**config.mk**
```make
export PLATFORM = sky130hd
export DESIGN_NAME = lsbr_ctrl
export DESIGN_NICKNAME = d
export VERILOG_FILES = /design/src/sv/lsbr_pkg.sv /design/src/sv/lsbr_ctrl.sv
export SDC_FILE = /design/constraint.sdc
export NUM_CORES = 1
export LEC_CHECK = 0
export BUFFER_PORTS_ARGS = -buffer_cell sky130_fd_sc_hd__buf_2
export CORE_AREA = 2 2 39 41
export DETAILED_ROUTE_END_ITERATION = 8
export DIE_AREA = 0 0 41 43
export SETUP_SLACK_MARGIN = 0.05
export SLEW_MARGIN = 20
export SYNTH_ARGS = -nofsm -noshare
export SYNTH_HDL_FRONTEND = slang
export SYNTH_SLANG_ARGS = --single-unit
```
**constraint.sdc**
```tcl
create_clock -name i_clk -period 2.6 [get_ports i_clk]
set_clock_uncertainty 0.15 [all_clocks]
set_input_delay 0.13 -clock i_clk [delete_from_list [all_inputs] [get_ports i_clk]]
set_output_delay 0.13 -clock i_clk [all_outputs]
set_load 0.03 [all_outputs]
```
**src/sv/lsbr_pkg.sv**
```systemverilog
`default_nettype none

package lsbr_pkg;

    localparam int STORE_BYTES = 4096;
    localparam int ADDR_W      = $clog2(STORE_BYTES);
    localparam int LEN_W       = $clog2(STORE_BYTES + 1);
    localparam int TOT_W       = LEN_W + 3;

    localparam int POS_W       = 17;
    localparam int BASE_W      = POS_W - 3;
    localparam int CMP_W       = (TOT_W > POS_W) ? TOT_W : POS_W;
    localparam logic [POS_W-1:0] POS_MAX = '1;

    localparam int CMD_W   = 3;
    localparam int DATA_W  = 8;
    localparam int COUNT_W = 7;
    localparam int ORDER_W = 2;
    localparam int VALUE_W = 64;
    localparam int BUF_W   = VALUE_W + 8;

    typedef enum logic [CMD_W-1:0] {
        CMD_PUSH  = 3'd0,
        CMD_READ  = 3'd1,
        CMD_SKIP  = 3'd2,
        CMD_ALIGN = 3'd3,
        CMD_CLEAR = 3'd4
    } t_cmd;

    typedef enum logic [ORDER_W-1:0] {
        ORD_PLAIN = 2'd0,
        ORD_REV   = 2'd1,
        ORD_BE    = 2'd2
    } t_order;

    typedef struct packed {
        logic load;
        logic exec;
        logic issue;
        logic extract;
        logic respond;
    } t_ctl;

    typedef struct packed {
        logic rd_fetch;
        logic last_issue;
        logic out_free;
    } t_sts;

endpackage

`default_nettype wire

```
**src/sv/lsbr_ctrl.sv**
```systemverilog
`default_nettype none

module lsbr_ctrl (
    input  wire logic          i_clk,
    input  wire logic          i_rst_n,
    input  wire logic          i_in_valid,
    input  wire lsbr_pkg::t_sts i_sts,
    output lsbr_pkg::t_ctl     o_ctl,
    output logic               o_in_ready
);
    import lsbr_pkg::*;

    typedef enum logic [5:0] {
        S_IDLE    = 6'b000001,
        S_EXEC    = 6'b000010,
        S_FETCH   = 6'b000100,
        S_DRAIN   = 6'b001000,
        S_EXTRACT = 6'b010000,
        S_RESP    = 6'b100000
    } t_state;

    t_state r_state;
    t_state n_state;

    always_ff @(posedge i_clk) begin
        if (!i_rst_n) begin
            r_state <= S_IDLE;
        end else begin
            r_state <= n_state;
        end
    end

    always_comb begin
        n_state = r_state;
        o_ctl   = '0;
        unique case (r_state)
            S_IDLE: begin
                o_ctl.load = i_in_valid;
                if (i_in_valid) begin
                    n_state = S_EXEC;
                end
            end
            S_EXEC: begin
                o_ctl.exec = 1'b1;
                n_state    = i_sts.rd_fetch ? S_FETCH : S_RESP;
            end
            S_FETCH: begin
                o_ctl.issue = 1'b1;
                if (i_sts.last_issue) begin
                    n_state = S_DRAIN;
                end
            end
            S_DRAIN: begin
                n_state = S_EXTRACT;
            end
            S_EXTRACT: begin
                o_ctl.extract = 1'b1;
                n_state       = S_RESP;
            end
            S_RESP: begin
                o_ctl.respond = i_sts.out_free;
                if (i_sts.out_free) begin
                    n_state = S_IDLE;
                end
            end
            default: begin
                n_state = S_IDLE;
            end
        endcase
    end

    assign o_in_ready = (r_state == S_IDLE);

endmodule

`default_nettype wire

```
==> impl_metrics.yaml, run 1 <==
status:
  outcome: "finished, final reports clean"
cts:
  cts_tree: "done"
  clk_pin_slew_ps: 40
  cts.repair_timing.setup_buffer_count: 0
  ctsHtreeMaxLevel: 1
  holdBufCountCts: 0
  cts_inserted_buffers: 3
  ctsRootBufferMaster: "sky130_fd_sc_hd__clkbuf_4"
  clk-insertion-delay-late_ps: 240
  resized_after_cts: 0
  cts_sinks: 6
  maximum_count_of_clock_buffers_along_a_single_path: 2
layout:
  final_nets: 64
  antennaDiodeCount: 0
  registers.top_by_ff_count: "r_state"
  fill_cells: 150
  finish.utilization_pct: 33.9
  area.growth.synth_to_final_pct: 24.6
  top_regs: "r_state (6)"
  post_route_cells_drive_above_1_share_pct: 37.5
  seq_cell_area_um2: 120
  multiInputGateArea_um2: 240
  flip_flop_count_of_the_largest_register_all_copies_and_words_added: 6
setup_path:
  cpMaxStageDelayCell: "sky130_fd_sc_hd__nor4_1"
  timing.critical_path.to_type: "primary output"
  worst-setup-path-type: "reg -> out"
  cp.required_ps: 2320
  worst_path_dominant_cell_family: "simple AND/OR/NAND/NOR gates"
  critical_path.max_stage_delay_ps: 440
  setup.worst_path.start_class: "flip-flop"
  crit_path_max_fanout: 6
  buf_inv_on_cp: 2
  crit_path_cell_trace: "nor4_1, nand3b_1, inv_1, and2_1, buf_2"
  worstPathArrival_ps: 1620
floorplan:
  rows: 14
  die_w_um: 41
  die-area_um2: 1760
  core-area_um2: 1380
  pin_count: 12
  initial_core_utilization_pct: 27.2
  chipHeight_um: 43
power_and_ir_drop:
  power_report.internal_total_uw: 186
  seqPwrFrac_pct: 39.7
  netSwitchingFraction_pct: 33.7
  share_comb_of_total_power_pct: 29.9
  power.clock.fraction_pct: 30.4
  p_sw_uw: 94.5
  cellPowerDensity_nw_per_um2: 598
  p_leak_nw: 0.206
  max-vdd-ir-drop_mv: 0.190
sta:
  finalHoldWorstSlack_ps: 4.59
  finalCritPeriodShare_pct: 73.0
  maxClockFrequency_mhz: 527
  period_minus_slack_ps: 1900
  timing_worst_slew_pin_value_ps: 419
  setup_tns_ps: 0
  setup-violations-final: 0
  worst_slew_margin_rel_pct: 71.8
  report.final.hold_viol_count: 0
  timing_max_transition_violations_final: 0
  grt_setup_unrepaired: "no"
logic_synthesis:
  synth_seq_cells: 6
  post_synth_main_area_contributors: "sky130_fd_sc_hd__dfxtp_1 (32%), sky130_fd_sc_hd__nor4b_2 (8.0%), sky130_fd_sc_hd__and2_1 (5.0%)"
  synth_top_area_share_pct: 31.9
  synth-seq-area-share_pct: 31.9
  yosys.area.top_type: "sky130_fd_sc_hd__dfxtp_1"
  post_synth_instance_area_um2: 377
  yosysUniqueCellTypes: 26
  yosys_warnings: 0
  syn_avg_cell_area_um2: 8.76
  synth.net_count: 49
  postSynthCellCount: 43
route:
  drt-pass1-iter-count: 3
  final_antenna_net_count: 0
  via_per_inst: 4.90
  drt_drc_violations_left: 0
  first_iter_violations: 5
  route.detailed.wl_per_inst_um: 11.6
  dr_total_vias: 353
  postRouteWirelength_um: 832
flow_run:
  maxCapViolCount: 0
global_route:
  gr-usage-all-layers_pct: 11.8
  grt_max_degree: 9
  number_of_antenna_violations_at_the_first_check_in_global_routing: 0
  vias_in_the_first_global_route: 334
  first_pass_grt_wire_length_mm: 1.37
  grt-ovfl-total: 0
placed_design:
  placer_s_final_routability_congestion_estimate: 0.740
  port-buffer-count: 11
  place.detailed.hpwl_um: 641
worst_hold_path:
  hold_class: "in -> reg"
-- worst paths after layout --
kind | end | startpoint | depth (start not counted) | slack (ps)
max | o_ctl[4] | r_state[1]$_SDFFE_PN0P_ | 5 | 700
min | r_state[2]$_SDFFE_PN0P_ | i_rst_n | 2 | 5
max reg2reg | r_state[5]$_SDFFE_PN0P_ | r_state[1]$_SDFFE_PN0P_ | 4 | 1040
min reg2reg | r_state[4]$_SDFFE_PN0P_ | r_state[1]$_SDFFE_PN0P_ | 1 | 400
-- cell usage after synthesis, drive strengths merged --
library cell  n
o221a         1
buf           1
o21ai         3
nor4          2
nor3b         1
nor3          1
a221oi        1
inv           3
a21o          1
nor4b         2
xnor2         1
nand2         3
and4bb        1
o2bb2ai       1
nand2b        1
or2           1
and3          2
dfxtp         6
nor2b         1
nor2          4
nand3b        2
and2          3
a31oi         1
-- worst register-to-register path, stage by stage, from the launching register on --
cell                       delay, ps
sky130_fd_sc_hd__dfxtp_1         350
sky130_fd_sc_hd__nor4_1          440
sky130_fd_sc_hd__o21ai_1         150
sky130_fd_sc_hd__o221a_1         180
sky130_fd_sc_hd__a221oi_2        210
-- cell families after synthesis --
kind of cell,share of synthesized area [%]
AO/OA/AOI/OAI,17.9
AND/OR/NAND/NOR,43.5
XOR/XNOR,2.33
buffers and inverters,4.32
flip-flops,31.9
-- layout make-up --
type	instances	share of cell area [%]
multi-input combinational	33	51.2
sequential	6	25.6
timing repair buffer	11	11.7
clock buffer	3	4.80
tap	16	4.27
inverter	3	2.40
-- metal layers --
metal  track usage [%]  up-vias  share of wire (%)
met4              10.0        0                1.8
met1              14.5      161                 44
met2              16.9        7                 50
li1                  -      183                  -
met3              1.57        2                4.0
met5                 0        -                  0
-- metrics by stage --
step | setup WS (ps) | power (mW) | cells | instance area [µm²]
after floorplan | 879 | 0.176 | 43 | 377
after global placement | 968 | 0.196 | 69 | 447
after detailed placement | 942 | 0.197 | 69 | 447
after CTS | 676 | 0.283 | 72 | 469
after global routing | 576 | 0.298 | 72 | 469
final | 702 | 0.280 | 72 | 469
-- power groups by stage --
stage | sequential, mW | combinational (mW) | clock (mW)
2_1_floorplan | 0.105 | 0.0703 | 0
3_3_place_gp | 0.113 | 0.0832 | 0
3_5_place_dp | 0.113 | 0.0837 | 0
4_1_cts | 0.111 | 0.0844 | 0.0874
5_1_grt | 0.113 | 0.0918 | 0.0934
6_report | 0.111 | 0.0837 | 0.0852
-- placed cells by master (no fill, tap or decap) --
cell type,count
sky130_fd_sc_hd__xnor2_1,1
sky130_fd_sc_hd__nand3b_1,2
sky130_fd_sc_hd__clkbuf_4,3
sky130_fd_sc_hd__and4bb_2,1
sky130_fd_sc_hd__nor2b_1,1
sky130_fd_sc_hd__nand2_1,2
sky130_fd_sc_hd__buf_2,11
sky130_fd_sc_hd__inv_1,3
sky130_fd_sc_hd__nand2b_1,1
sky130_fd_sc_hd__o221a_1,1
sky130_fd_sc_hd__nor3_1,1
sky130_fd_sc_hd__o21ai_2,1
sky130_fd_sc_hd__o21ai_1,1
sky130_fd_sc_hd__or2_4,1
sky130_fd_sc_hd__nor4_1,2
sky130_fd_sc_hd__nor3b_1,1
sky130_fd_sc_hd__nand2_2,1
sky130_fd_sc_hd__dfxtp_1,6
sky130_fd_sc_hd__a21o_1,1
sky130_fd_sc_hd__a31oi_1,1
sky130_fd_sc_hd__o21ai_0,1
sky130_fd_sc_hd__nor2_1,4
sky130_fd_sc_hd__o2bb2ai_1,1
sky130_fd_sc_hd__a221oi_2,1
sky130_fd_sc_hd__nor4b_2,2
sky130_fd_sc_hd__and2_1,3
sky130_fd_sc_hd__and3_1,2
(Power assumes the default switching activity.)
==> run 2: changes to the inputs <==
- clock period: 2.6 -> 1.97 ns (I/O delays scaled with it)
==> impl_metrics.yaml, run 2 (synthesized netlist as in run 1, its figures left out) <==
layout:
  final_nets: 67
  layout_common_cells: "sky130_fd_sc_hd__buf_2 (11), sky130_fd_sc_hd__dfxtp_1 (6), sky130_fd_sc_hd__nor2_1 (4)"
  top_regs: "r_state (6)"
  layout.cells.most_common: "sky130_fd_sc_hd__buf_2"
  flip_flop_count_of_the_largest_register_all_copies_and_words_added: 6
  post_route_cells_drive_above_1_share_pct: 37.3
  area.growth.synth_to_final_pct: 36.5
  antennaDiodeCount: 0
  registers.top_by_ff_count: "r_state"
sta:
  worst_slew_margin_rel_pct: 79.6
  report.final.hold_viol_count: 0
  setup_tns_ps: 0
  grt_setup_unrepaired: "no"
  timing_max_transition_violations_final: 0
  setup-violations-final: 0
  final_critical_path_setup_slack_ps: 209
  timing_worst_slew_pin_value_ps: 306
  period_minus_slack_ps: 1760
  finalCritPeriodShare_pct: 89.4
  maxClockFrequency_mhz: 568
cts:
  cts_tree: "done"
  clk-insertion-delay-late_ps: 240
  ctsHtreeMaxLevel: 1
  cts_inserted_buffers: 3
  maximum_count_of_clock_buffers_along_a_single_path: 2
  cts_sinks: 6
  clk_pin_slew_ps: 50
  ctsRootBufferMaster: "sky130_fd_sc_hd__clkbuf_4"
global_route:
  gr-usage-all-layers_pct: 12.0
  vias_in_the_first_global_route: 342
  first_pass_grt_wire_length_mm: 1.37
  number_of_antenna_violations_at_the_first_check_in_global_routing: 0
  grt-ovfl-total: 0
  grt_max_degree: 9
power_and_ir_drop:
  cellPowerDensity_nw_per_um2: 743
  overall_power_of_the_completed_layout_uw: 382
  power_report.internal_total_uw: 254
  p_sw_uw: 128
  p_leak_nw: 0.224
  max-vdd-ir-drop_mv: 0.185
  share_comb_of_total_power_pct: 31.2
  seqPwrFrac_pct: 39.4
  netSwitchingFraction_pct: 33.4
  power.clock.fraction_pct: 29.4
placed_design:
  port-buffer-count: 11
  dpl_worst_slack_ps: 351
  placer_s_final_routability_congestion_estimate: 0.710
  place.detailed.hpwl_um: 645
route:
  first_iter_violations: 6
  postRouteWirelength_um: 885
  drt_drc_violations_left: 0
  dr_total_vias: 371
  via_per_inst: 4.95
  route.detailed.wl_per_inst_um: 11.8
  final_antenna_net_count: 0
  drt-pass1-iter-count: 4
setup_path:
  worstPathArrival_ps: 1510
  crit_path_max_fanout: 6
  timing.critical_path.to_type: "primary output"
  cp.required_ps: 1720
  worst-setup-path-type: "reg -> out"
  worst-r2r-setup-slack_ps: 390
  setup.worst_path.start_class: "flip-flop"
floorplan:
  die-area_um2: 1760
  chipHeight_um: 43
  rows: 14
  core-area_um2: 1380
  initial_core_utilization_pct: 27.2
  die_w_um: 41
  pin_count: 12
flow_run:
  maxCapViolCount: 0
worst_hold_path:
  hold_class: "in -> reg"
status:
  outcome: "finished, final reports clean"
==> run 2: changes by cell type in the layout (fill, tap and decap cells not counted), sizes merged <==
| cell | previous run | this run |
|---|---|---|
| dlygate4sd3 | 0 | 3 |
==> run 2: routing by layer <==
| metal | global-route usage, % | routed length (µm) |
|---|---|---|
| met1 | 13.3 | 365 |
| met2 | 17.8 | 466 |
| met3 | 1.57 | 33 |
| met4 | 12.0 | 19 |
| met5 | 0 | 0 |
==> run 2: path summary, 6_finish.rpt <==
| check | from | to | depth (start not counted) |
|---|---|---|---|
| worst min-delay path | i_sts[1] | r_state[3]$_SDFFE_PN0P_ | 3 |
| worst min register to register | r_state[3]$_SDFFE_PN0P_ | r_state[4]$_SDFFE_PN0P_ | 2 |
| worst max-delay path | r_state[1]$_SDFFE_PN0P_ | o_ctl[4] | 5 |
| worst max register to register | r_state[2]$_SDFFE_PN0P_ | r_state[5]$_SDFFE_PN0P_ | 4 |
==> run 2: metrics by stage <==
step	hold slack, ps	util, %	cell area, µm²	std cells
6_report	12.1	37.2	514	75
5_1_grt	33.2	37.2	514	75
3_5_place_dp	218	32.3	447	69
4_1_cts	3.36	36.1	499	75
3_3_place_gp	216	32.3	447	69
2_1_floorplan	70.2	-	377	43
==> run 2: worst max-delay path, cell delays in order (launching register included) <==
cell,delay (ps)
sky130_fd_sc_hd__dfxtp_1,380
sky130_fd_sc_hd__nor4_4,330
sky130_fd_sc_hd__nand3b_1,150
sky130_fd_sc_hd__inv_1,100
sky130_fd_sc_hd__and2_1,120
sky130_fd_sc_hd__buf_2,190
==> run 2: timing repair <==
action                                  4_1_cts  5_1_grt
hold buffers                                  3        0
resized for setup                             0        2
buffers inserted                              0        0
endpoints found under the setup margin        0        1
hold endpoints to repair                      4        0
==> run 2: power groups by stage <==
stage	Clock, mW	Sequential [mW]	Combinational [mW]
after floorplan	0	0.139	0.0928
after detailed placement	0	0.150	0.109
after global routing	0.125	0.152	0.129
after global placement	0	0.149	0.110
after CTS	0.117	0.147	0.115
final	0.112	0.150	0.119
==> run 2: layout make-up <==
| type | instances | area (µm²) |
|---|---|---|
| sequential | 6 | 120 |
| timing repair buffer | 14 | 85.1 |
| fill | 151 | 870 |
| tap | 16 | 20.0 |
| clock buffer | 3 | 22.5 |
| inverter | 3 | 11.3 |
| multi-input combinational | 33 | 255 |
